### src/cstrip_pkg.sv
// ----------------------------------------------------------------------------
// cstrip_pkg
// shared types, codes and character constants of the comment stripper
// ----------------------------------------------------------------------------
`default_nettype none

package cstrip_pkg;

    // transaction request codes
    typedef enum logic [1:0] {
        REQ_CHAR  = 2'd0,
        REQ_IDENT = 2'd1,
        REQ_FILE  = 2'd2,
        REQ_NONE  = 2'd3
    } req_type_t;

    // result kinds
    localparam logic KIND_BYTE  = 1'b0;
    localparam logic KIND_IDENT = 1'b1;

    // configuration register indexes
    localparam logic CFG_BLANK_CHOICE = 1'b0;
    localparam logic CFG_LFSR_SEED    = 1'b1;

    // blank choice modes
    localparam logic [1:0] BLANK_SPACE = 2'd0;
    localparam logic [1:0] BLANK_TAB   = 2'd1;

    localparam logic [1:0]  BLANK_CHOICE_RESET = 2'd2;
    localparam logic [15:0] LFSR_SEED_RESET    = 16'd44257;
    localparam logic [15:0] LFSR_TAPS          = 16'hB400;

    // characters
    localparam logic [7:0] CH_SLASH = 8'h2F;
    localparam logic [7:0] CH_STAR  = 8'h2A;
    localparam logic [7:0] CH_DQUOT = 8'h22;
    localparam logic [7:0] CH_SQUOT = 8'h27;
    localparam logic [7:0] CH_BSLSH = 8'h5C;
    localparam logic [7:0] CH_NL    = 8'h0A;
    localparam logic [7:0] CH_CR    = 8'h0D;
    localparam logic [7:0] CH_FF    = 8'h0C;
    localparam logic [7:0] CH_TAB   = 8'h09;
    localparam logic [7:0] CH_SPACE = 8'h20;

    // lexer states
    typedef enum logic [3:0] {
        LX_NORMAL  = 4'd0,
        LX_CHAR    = 4'd1,
        LX_STRING  = 4'd2,
        LX_CHAR_BS = 4'd3,
        LX_STR_BS  = 4'd4,
        LX_SLASH   = 4'd5,
        LX_LINE    = 4'd6,
        LX_BLOCK   = 4'd7,
        LX_STAR    = 4'd8
    } lex_state_t;

    typedef struct packed {
        logic [1:0]  req_type;
        logic [7:0]  char_byte;
        logic [31:0] ident_code;
    } in_item_t;

    typedef struct packed {
        logic        out_kind;
        logic [7:0]  out_byte;
        logic [31:0] out_ident;
        logic        last;
    } out_item_t;

    typedef struct packed {
        logic [1:0]  blank_choice;
        logic [15:0] lfsr_seed;
    } cfg_t;

    // results of one transaction, handed to the output queue
    typedef struct packed {
        logic [1:0] cnt;
        out_item_t  r0;
        out_item_t  r1;
    } push_t;

    typedef struct packed {
        logic room;
        logic empty;
    } q_status_t;

endpackage

`default_nettype wire

### src/cstrip_lexer.sv
// ----------------------------------------------------------------------------
// cstrip_lexer
// lexer state, blank collapsing and result generation for one transaction
// ----------------------------------------------------------------------------
`default_nettype none

module cstrip_lexer
(
    input  wire logic                 clk,
    input  wire logic                 rst_n,
    input  wire logic                 advance,
    input  wire cstrip_pkg::in_item_t item,
    input  wire cstrip_pkg::cfg_t     cfg,
    output cstrip_pkg::push_t         push
);

    cstrip_pkg::lex_state_t state_reg, state_next;
    logic                   be_reg, be_next;
    logic [15:0]            lfsr_reg, lfsr_next;

    // blank candidate
    logic        bk_emit;
    logic [7:0]  bk_byte;
    logic [15:0] bk_lfsr;
    logic [15:0] lfsr_step;

    // normal text handling of the current character
    logic                   nc_emit;
    logic [7:0]             nc_byte;
    cstrip_pkg::lex_state_t nc_state;
    logic                   nc_be;
    logic [15:0]            nc_lfsr;

    logic [7:0] c;

    cstrip_pkg::out_item_t  r0, r1;
    logic [1:0]             cnt;

    function automatic cstrip_pkg::out_item_t mk_byte(input logic [7:0] b);
        cstrip_pkg::out_item_t r;
        r.out_kind  = cstrip_pkg::KIND_BYTE;
        r.out_byte  = b;
        r.out_ident = '0;
        r.last      = 1'b0;
        return r;
    endfunction

    function automatic cstrip_pkg::out_item_t mk_ident(input logic [31:0] id);
        cstrip_pkg::out_item_t r;
        r.out_kind  = cstrip_pkg::KIND_IDENT;
        r.out_byte  = '0;
        r.out_ident = id;
        r.last      = 1'b0;
        return r;
    endfunction

    assign c = item.char_byte;

    // galois step, then low bit picks space or tab
    always_comb
    begin
        lfsr_step = {1'b0, lfsr_reg[15:1]} ^ (lfsr_reg[0] ? cstrip_pkg::LFSR_TAPS : 16'h0000);
        bk_emit   = !be_reg;
        bk_lfsr   = lfsr_reg;
        case (cfg.blank_choice)
            cstrip_pkg::BLANK_SPACE: bk_byte = cstrip_pkg::CH_SPACE;
            cstrip_pkg::BLANK_TAB:   bk_byte = cstrip_pkg::CH_TAB;
            default:
            begin
                bk_byte = lfsr_step[0] ? cstrip_pkg::CH_TAB : cstrip_pkg::CH_SPACE;
                if (!be_reg)
                begin
                    bk_lfsr = lfsr_step;
                end
            end
        endcase
    end

    always_comb
    begin
        nc_emit  = 1'b1;
        nc_byte  = c;
        nc_state = cstrip_pkg::LX_NORMAL;
        nc_be    = 1'b0;
        nc_lfsr  = lfsr_reg;
        case (c)
            cstrip_pkg::CH_NL:
            begin
                nc_be = 1'b1;
            end
            cstrip_pkg::CH_CR:
            begin
                nc_emit = 1'b0;
                nc_be   = be_reg;
            end
            cstrip_pkg::CH_SPACE, cstrip_pkg::CH_TAB, cstrip_pkg::CH_FF:
            begin
                nc_emit = bk_emit;
                nc_byte = bk_byte;
                nc_be   = 1'b1;
                nc_lfsr = bk_lfsr;
            end
            cstrip_pkg::CH_SLASH:
            begin
                nc_emit  = 1'b0;
                nc_state = cstrip_pkg::LX_SLASH;
            end
            cstrip_pkg::CH_SQUOT: nc_state = cstrip_pkg::LX_CHAR;
            cstrip_pkg::CH_DQUOT: nc_state = cstrip_pkg::LX_STRING;
            default:              nc_state = cstrip_pkg::LX_NORMAL;
        endcase
    end

    // next state and results
    always_comb
    begin
        state_next = state_reg;
        be_next    = be_reg;
        lfsr_next  = lfsr_reg;
        cnt        = 2'd0;
        r0         = mk_byte(c);
        r1         = mk_byte(c);
        case (item.req_type)
            cstrip_pkg::REQ_CHAR:
            begin
                case (state_reg)
                    cstrip_pkg::LX_CHAR:
                    begin
                        cnt = 2'd1;
                        if (c == cstrip_pkg::CH_SQUOT)
                            state_next = cstrip_pkg::LX_NORMAL;
                        else if (c == cstrip_pkg::CH_BSLSH)
                            state_next = cstrip_pkg::LX_CHAR_BS;
                    end
                    cstrip_pkg::LX_STRING:
                    begin
                        cnt = 2'd1;
                        if (c == cstrip_pkg::CH_DQUOT)
                            state_next = cstrip_pkg::LX_NORMAL;
                        else if (c == cstrip_pkg::CH_BSLSH)
                            state_next = cstrip_pkg::LX_STR_BS;
                    end
                    cstrip_pkg::LX_CHAR_BS:
                    begin
                        cnt        = 2'd1;
                        state_next = cstrip_pkg::LX_CHAR;
                    end
                    cstrip_pkg::LX_STR_BS:
                    begin
                        cnt        = 2'd1;
                        state_next = cstrip_pkg::LX_STRING;
                    end
                    cstrip_pkg::LX_SLASH:
                    begin
                        if (c == cstrip_pkg::CH_SLASH || c == cstrip_pkg::CH_STAR)
                        begin
                            // comment opens: it counts as one blank
                            state_next = (c == cstrip_pkg::CH_SLASH) ?
                                         cstrip_pkg::LX_LINE : cstrip_pkg::LX_BLOCK;
                            cnt        = {1'b0, bk_emit};
                            r0         = mk_byte(bk_byte);
                            be_next    = 1'b1;
                            lfsr_next  = bk_lfsr;
                        end
                        else
                        begin
                            // held slash goes first, then normal text
                            r0         = mk_byte(cstrip_pkg::CH_SLASH);
                            r1         = mk_byte(nc_byte);
                            cnt        = nc_emit ? 2'd2 : 2'd1;
                            state_next = nc_state;
                            be_next    = nc_be;
                            lfsr_next  = nc_lfsr;
                        end
                    end
                    cstrip_pkg::LX_LINE:
                    begin
                        if (c == cstrip_pkg::CH_NL)
                        begin
                            state_next = cstrip_pkg::LX_NORMAL;
                            cnt        = 2'd1;
                        end
                    end
                    cstrip_pkg::LX_BLOCK:
                    begin
                        if (c == cstrip_pkg::CH_STAR)
                            state_next = cstrip_pkg::LX_STAR;
                    end
                    cstrip_pkg::LX_STAR:
                    begin
                        if (c == cstrip_pkg::CH_SLASH)
                            state_next = cstrip_pkg::LX_NORMAL;
                        else if (c != cstrip_pkg::CH_STAR)
                            state_next = cstrip_pkg::LX_BLOCK;
                    end
                    default:
                    begin
                        r0         = mk_byte(nc_byte);
                        cnt        = {1'b0, nc_emit};
                        state_next = nc_state;
                        be_next    = nc_be;
                        lfsr_next  = nc_lfsr;
                    end
                endcase
            end
            cstrip_pkg::REQ_IDENT:
            begin
                be_next = 1'b0;
                if (state_reg == cstrip_pkg::LX_SLASH)
                begin
                    r0         = mk_byte(cstrip_pkg::CH_SLASH);
                    r1         = mk_ident(item.ident_code);
                    cnt        = 2'd2;
                    state_next = cstrip_pkg::LX_NORMAL;
                end
                else
                begin
                    r0  = mk_ident(item.ident_code);
                    cnt = 2'd1;
                end
            end
            cstrip_pkg::REQ_FILE:
            begin
                state_next = cstrip_pkg::LX_NORMAL;
                be_next    = 1'b0;
                lfsr_next  = cfg.lfsr_seed;
            end
            default:
            begin
                cnt = 2'd0;
            end
        endcase
        r0.last = (cnt == 2'd1);
        r1.last = 1'b1;
    end

    always_comb
    begin
        push.cnt = advance ? cnt : 2'd0;
        push.r0  = r0;
        push.r1  = r1;
    end

    always_ff @(posedge clk or negedge rst_n)
    begin
        if (!rst_n)
        begin
            state_reg <= cstrip_pkg::LX_NORMAL;
            be_reg    <= 1'b0;
            lfsr_reg  <= cstrip_pkg::LFSR_SEED_RESET;
        end
        else if (advance)
        begin
            state_reg <= state_next;
            be_reg    <= be_next;
            lfsr_reg  <= lfsr_next;
        end
    end

endmodule

`default_nettype wire

### src/cstrip_out_queue.sv
// ----------------------------------------------------------------------------
// cstrip_out_queue
// four-entry result queue, up to two pushes and one pop per cycle
// ----------------------------------------------------------------------------
`default_nettype none

module cstrip_out_queue
(
    input  wire logic                  clk,
    input  wire logic                  rst_n,
    input  wire cstrip_pkg::push_t     push,
    input  wire logic                  pop,
    output cstrip_pkg::out_item_t      head,
    output cstrip_pkg::q_status_t      status
);

    cstrip_pkg::out_item_t entry_reg [4];
    logic [1:0] wr_ptr_reg, wr_ptr_next;
    logic [1:0] rd_ptr_reg, rd_ptr_next;
    logic [2:0] count_reg, count_next;
    logic [1:0] wr_ptr_inc;

    assign wr_ptr_inc   = wr_ptr_reg + 2'd1;
    assign head         = entry_reg[rd_ptr_reg];
    assign status.empty = (count_reg == 3'd0);
    // room for a two-result transaction, counted before this cycle's pop
    assign status.room  = (count_reg <= 3'd2);

    always_comb
    begin
        wr_ptr_next = wr_ptr_reg + push.cnt;
        rd_ptr_next = rd_ptr_reg + {1'b0, pop};
        count_next  = count_reg + {1'b0, push.cnt} - {2'b00, pop};
    end

    always_ff @(posedge clk)
    begin
        if (push.cnt != 2'd0)
        begin
            entry_reg[wr_ptr_reg] <= push.r0;
        end
        if (push.cnt == 2'd2)
        begin
            entry_reg[wr_ptr_inc] <= push.r1;
        end
    end

    always_ff @(posedge clk or negedge rst_n)
    begin
        if (!rst_n)
        begin
            wr_ptr_reg <= 2'd0;
            rd_ptr_reg <= 2'd0;
            count_reg  <= 3'd0;
        end
        else
        begin
            wr_ptr_reg <= wr_ptr_next;
            rd_ptr_reg <= rd_ptr_next;
            count_reg  <= count_next;
        end
    end

endmodule

`default_nettype wire

### src/c_comment_strip_space_collapse_unit.sv
// ----------------------------------------------------------------------------
// c_comment_strip_space_collapse_unit
// c comment stripper with blank collapsing and identifier pass-through
// ----------------------------------------------------------------------------
// Takes one transaction per cycle while not stalled: a source character, an
// identifier code or a file start. Comments are removed, literals pass with
// their escapes, carriage returns outside literals are dropped and runs of
// blanks become a single space or tab. A '/' is held until the next
// transaction shows whether it opens a comment. Each transaction is registered
// on entry, resolved by the lexer once the output queue has room for two
// results, and its zero, one or two results are written into a four-entry
// output queue; the first result is offered at the output once it has been
// written into the queue. The sustained rate is one transaction per cycle while
// results are drained at one per cycle; the single output port sets the long
// run limit of one result per cycle, so a stream of two-result transactions
// is held back by input stalls. Configuration writes are taken in any cycle
// and must be made only while the block is idle.
`default_nettype none

module c_comment_strip_space_collapse_unit
(
    input  wire logic                  clk,
    input  wire logic                  rst_n,

    // input channel
    input  wire logic                  in_valid,
    output logic                       in_stall,
    input  wire cstrip_pkg::in_item_t  in_data,

    // output channel
    output logic                       out_valid,
    input  wire logic                  out_stall,
    output cstrip_pkg::out_item_t      out_data,

    // configuration write port
    input  wire logic                  cfg_we,
    input  wire logic                  cfg_index,
    input  wire logic [15:0]           cfg_data
);

    // input register stage
    logic                  in_valid_reg;
    cstrip_pkg::in_item_t  in_data_reg;

    // configuration registers
    cstrip_pkg::cfg_t      cfg_reg;

    cstrip_pkg::push_t     push;
    cstrip_pkg::q_status_t q_status;
    logic                  advance;
    logic                  pop;

    // the held transaction is resolved when the queue can take two results
    assign advance   = in_valid_reg && q_status.room;
    assign in_stall  = in_valid_reg && !q_status.room;
    assign out_valid = !q_status.empty;
    assign pop       = out_valid && !out_stall;

    always_ff @(posedge clk or negedge rst_n)
    begin
        if (!rst_n)
        begin
            in_valid_reg <= 1'b0;
        end
        else if (!in_stall)
        begin
            in_valid_reg <= in_valid;
        end
    end

    // payload register, no reset needed
    always_ff @(posedge clk)
    begin
        if (in_valid && !in_stall)
        begin
            in_data_reg <= in_data;
        end
    end

    // configuration writes; a written seed only takes effect at file start
    always_ff @(posedge clk or negedge rst_n)
    begin
        if (!rst_n)
        begin
            cfg_reg.blank_choice <= cstrip_pkg::BLANK_CHOICE_RESET;
            cfg_reg.lfsr_seed    <= cstrip_pkg::LFSR_SEED_RESET;
        end
        else if (cfg_we)
        begin
            case (cfg_index)
                cstrip_pkg::CFG_BLANK_CHOICE: cfg_reg.blank_choice <= cfg_data[1:0];
                cstrip_pkg::CFG_LFSR_SEED:    cfg_reg.lfsr_seed    <= cfg_data;
                default:                      cfg_reg              <= cfg_reg;
            endcase
        end
    end

    cstrip_lexer u_lexer
    (
        .clk     (clk),
        .rst_n   (rst_n),
        .advance (advance),
        .item    (in_data_reg),
        .cfg     (cfg_reg),
        .push    (push)
    );

    cstrip_out_queue u_out_queue
    (
        .clk    (clk),
        .rst_n  (rst_n),
        .push   (push),
        .pop    (pop),
        .head   (out_data),
        .status (q_status)
    );

endmodule

`default_nettype wire
### config.mk
export PLATFORM = sky130hd
export DESIGN_NAME = c_comment_strip_space_collapse_unit
export DESIGN_NICKNAME = d
export VERILOG_FILES = /design/src/cstrip_pkg.sv /design/src/cstrip_lexer.sv /design/src/cstrip_out_queue.sv /design/src/c_comment_strip_space_collapse_unit.sv
export SDC_FILE = /design/constraint.sdc
export NUM_CORES = 1
export LEC_CHECK = 0
export ABC_CLOCK_PERIOD_IN_PS = 3570
export BUFFER_PORTS_ARGS = -buffer_cell sky130_fd_sc_hd__buf_2
export CAP_MARGIN = 15
export CORE_ASPECT_RATIO = 1.25
export CORE_MARGIN = 2
export CORE_UTILIZATION = 54
export CTS_BUF_LIST = sky130_fd_sc_hd__clkbuf_16
export DETAILED_ROUTE_END_ITERATION = 16
export GPL_TIMING_DRIVEN = 0
export PLACE_DENSITY = 0.75
export SYNTH_ARGS = -nofsm -noshare
export SYNTH_HDL_FRONTEND = slang
export SYNTH_SLANG_ARGS = --single-unit
### constraint.sdc
create_clock -name clk -period 3.57 [get_ports clk]
set_clock_uncertainty 0.05 [all_clocks]
set_input_delay 0.1785 -clock clk [delete_from_list [all_inputs] [get_ports clk]]
set_output_delay 0.1785 -clock clk [all_outputs]
set_load 0.02 [all_outputs]
==> results.py <==
metrics = {
    "cts": {
        "insertion_delay_ns": 0.53,
        "cts.reportedPaths.clkPinSlew_ns": 0.06,
        "cts.sink_count": 257,
        "cts_tree": "built",
        "numCtsBuffers": 26,
        "clock_path_buffers": 3,
        "depth_of_the_cts_h_tree": 1,
        "clock_tree.root_cell": "sky130_fd_sc_hd__clkbuf_16",
    },
    "sta": {
        "final-max-slew-violation-count": 0,
        "worstMarginPinSlew_ns": 0.912,
        "fmaxAchievable_mhz": 280,
        "final-hold-violation-count": 0,
        "final.hold.worst_slack_ns": 0.0167,
        "worst_max_slew_margin_expressed_relative_to_the_limit_pct": 39.2,
        "setup_violations": 0,
        "grt_setup_unrepaired": "true",
        "timing.final.crit_share_pct": 100,
        "final_period_minus_worst_setup_slack_ns": 3.57,
    },
    "power_and_ir_drop": {
        "power_mw": 10.1,
        "p_per_area_nw_per_um2": 710,
        "power.leakage_nw": 5.16,
        "vdd_drop_max_v": 0.000595,
    },
    "grt": {
        "global_route.usage.met3_pct": 3.02,
        "antenna_found_initial": 0,
        "grt_max_degree": 48,
        "grt-busiest-layer": "met2",
        "number_of_global_route_vias_before_repair": 8283,
        "groute.layer.met1.usage_pct": 29.9,
        "grtUsageMet2_pct": 45.7,
        "grt_pass1_wl_um": 43900,
        "grt_overflow": 0,
        "grt_usage_pct": 24.7,
    },
    "die": {
        "die_h_um": 169,
        "start_util_pct": 55.0,
        "chipWidth_um": 136,
        "num_io_pins": 108,
        "design.core.area_um2": 21500,
        "fp.dieArea_um2": 23100,
        "rows": 60,
    },
    "setup_path": {
        "timing.rr.start": "u_lexer.state_reg[1]",
        "cp_num_buf_inv": 1,
        "worst_case_register_to_register_setup_slack_ns": 0.001,
        "cp_cell_sequence": "or4bb_1 -> buf_2 -> or4_4 -> o221a_4 -> o22ai_4 -> nand2_1 -> nand2_8",
        "r2r.worst_path.cells": 7,
        "worstPathRequired_ns": 3.70,
        "critPathSlowestCell": "sky130_fd_sc_hd__or4_4",
        "critPathLaunchType": "flop",
        "crit_path_max_delay_family": "simple AND/OR/NAND/NOR gates",
        "crit_path_max_fanout": 41,
        "path_type_of_the_worst_setup_path": "flop to flop",
        "cp_data_arrival_time_ns": 3.70,
        "cpPeakStageDelay_ns": 0.56,
        "critical_path.reg2reg.endpoint": "u_out_queue.entry_reg[1][30]",
        "critical_path.endpoint_type": "flop",
    },
    "synthesis": {
        "ys.flop_type": "sky130_fd_sc_hd__edfxtp_1",
        "post_synth_instance_area_um2": 11800,
        "postSynthNetCount": 956,
        "yosys_warnings": 0,
        "syn-mean-instance-area_um2": 13.4,
        "synth_seq_area_share_pct": 63.2,
        "synthCells": 882,
        "ys_ff_latch": 257,
        "synth_enable_flop_cells": 206,
        "number_of_different_library_cells_in_the_post_synthesis_netlist": 73,
        "asyncSetResetFlopFracSynth_pct": 18.3,
    },
    "drt": {
        "drt-initial-drc-count": 727,
        "drt_wl_total_um": 28200,
        "via_per_inst": 5.88,
        "dr_total_vias": 8149,
        "ant_nets": 0,
        "drt_pre_antenna_iters": 5,
        "detail_route.wl_per_cell_um": 20.4,
        "remaining_drc_errors": 0,
    },
    "worst_hold_path": {
        "hold_class": "primary input to asynchronous set/reset pin",
    },
    "finish": {
        "area.growth.synth_to_final_pct": 20.7,
        "multi_input_area_um2": 4030,
        "ff_latch_area_um2": 7460,
        "drive_above_1_share_pct": 24.9,
        "final_nets": 1161,
        "fill_cells": 1616,
        "num_antenna_cells": 0,
        "largest_register_ff_count": 168,
    },
    "status": {
        "status": "completed",
    },
    "run": {
        "max_cap_viol_count": 0,
    },
    "placed_design": {
        "place.gp.congestion": 0.907,
        "dpl.hpwl_um": 18100,
        "port-buffer-count": 107,
    },
}
[routing by layer]
| metal | vias to the layer above | wire length (um) |
|---|---|---|
| li1 | 3739 | - |
| met1 | 4012 | 10500 |
| met2 | 330 | 15300 |
| met3 | 68 | 1680 |
| met4 | 0 | 806 |
| met5 | - | 0 |
[final cells by class]
| type | count | share of cell area, % |
|---|---|---|
| tap | 279 | 2.45 |
| inverter | 24 | 0.631 |
| timing repair buffer | 177 | 8.70 |
| clock buffer | 27 | 4.74 |
| buffer | 57 | 2.24 |
| multi-input combinational | 544 | 28.2 |
| sequential | 257 | 52.3 |
| clock inverter | 21 | 0.684 |
[logic make-up (layout without fill, tap and decap cells)]
family                   count (synthesis)  after routing  synth area share [%]
adder cells (fa/ha/maj)                 10             10                  1.12
AO/OA/AOI/OAI                          152            152                  9.49
AND/OR/NAND/NOR                        302            302                  11.4
multiplexers                            68             68                  10.4
buffers and inverters                   81            306                  3.46
XOR/XNOR                                12             12                 0.889
flip-flops                             257            257                  63.2
[cell usage after synthesis, types with 13 or more instances]
cell	count	area share, %
sky130_fd_sc_hd__o22ai_1	50	2.6
sky130_fd_sc_hd__mux4_2	42	8.0
sky130_fd_sc_hd__inv_1	23	0.73
sky130_fd_sc_hd__dfrtp_1	30	6.4
sky130_fd_sc_hd__clkbuf_1	32	1.0
sky130_fd_sc_hd__edfxtp_1	206	52
sky130_fd_sc_hd__nor2_1	142	4.5
sky130_fd_sc_hd__dfstp_2	17	3.8
sky130_fd_sc_hd__o21ai_0	18	0.76
sky130_fd_sc_hd__mux2_2	22	2.1
sky130_fd_sc_hd__a21oi_1	27	1.1
sky130_fd_sc_hd__nor3_1	14	0.59
sky130_fd_sc_hd__buf_6	13	1.2
sky130_fd_sc_hd__nand2_1	80	2.5
[power breakdown]
group | total [mW] | switching (mW) | leakage [nW] | internal [mW]
clock network | 2.48 | 1.12 | 0.416 | 1.36
registers | 3.97 | 0.196 | 2.54 | 3.77
logic | 3.68 | 2.28 | 2.19 | 1.39
total | 10.1 | 3.60 | 5.16 | 6.53
[placed cells by master, fill, tap and decap left out, types with 9 or more instances in the layout]
cell                            instances
sky130_fd_sc_hd__a21oi_1               27
sky130_fd_sc_hd__and2_1                11
sky130_fd_sc_hd__buf_2                113
sky130_fd_sc_hd__buf_6                 13
sky130_fd_sc_hd__clkbuf_1              32
sky130_fd_sc_hd__clkbuf_16             27
sky130_fd_sc_hd__dfrtp_1               30
sky130_fd_sc_hd__dfstp_2               17
sky130_fd_sc_hd__dlygate4sd3_1         62
sky130_fd_sc_hd__edfxtp_1             206
sky130_fd_sc_hd__ha_1                   9
sky130_fd_sc_hd__inv_1                 34
sky130_fd_sc_hd__mux2_2                22
sky130_fd_sc_hd__mux4_2                42
sky130_fd_sc_hd__nand2_1               76
sky130_fd_sc_hd__nor2_1               142
sky130_fd_sc_hd__nor3_1                14
sky130_fd_sc_hd__o21ai_0               17
sky130_fd_sc_hd__o22ai_1               50
sky130_fd_sc_hd__xor2_1                 9
[worst max path at each step]
stage                               startpoint                      endpoint  slack, ns  cells past startpoint
after floorplan                in_data_reg[36]  u_out_queue.entry_reg[0][10]       0.12                      7
after global placement         in_data_reg[36]   u_out_queue.entry_reg[0][7]      -0.68                      9
after detailed placement       in_data_reg[36]   u_out_queue.entry_reg[0][5]      -0.70                      9
after CTS                 u_lexer.state_reg[1]      u_out_queue.count_reg[2]      0.008                     12
after global routing           in_data_reg[36]   u_out_queue.entry_reg[1][6]      -0.13                      7
final                     u_lexer.state_reg[1]  u_out_queue.entry_reg[1][30]      0.001                      7
[timing repair]
| action | in CTS | in global routing |
|---|---|---|
| pin swaps | 0 | 1 |
| hold buffers | 62 | 0 |
| endpoints found under the hold margin | 91 | 0 |
| resized for setup | 11 | 3 |
| setup buffers | 3 | 3 |
| endpoints found under the setup margin | 196 | 175 |
[per-stage QoR]
step | worst slack [ns] | util (%) | area [um^2] | cells | setup TNS (ns)
final | 0.00144 | 66.4 | 14300 | 1386 | 0
after detailed placement | -0.696 | 59.3 | 12700 | 1269 | -107.27
after floorplan | 0.115 | - | 11800 | 882 | 0
after CTS | 0.00761 | 66.2 | 14200 | 1382 | 0
after global placement | -0.684 | 59.2 | 12700 | 1268 | -106.46
after global routing | -0.133 | 66.4 | 14300 | 1386 | -18.47
Power figures use the tool's default switching activity.
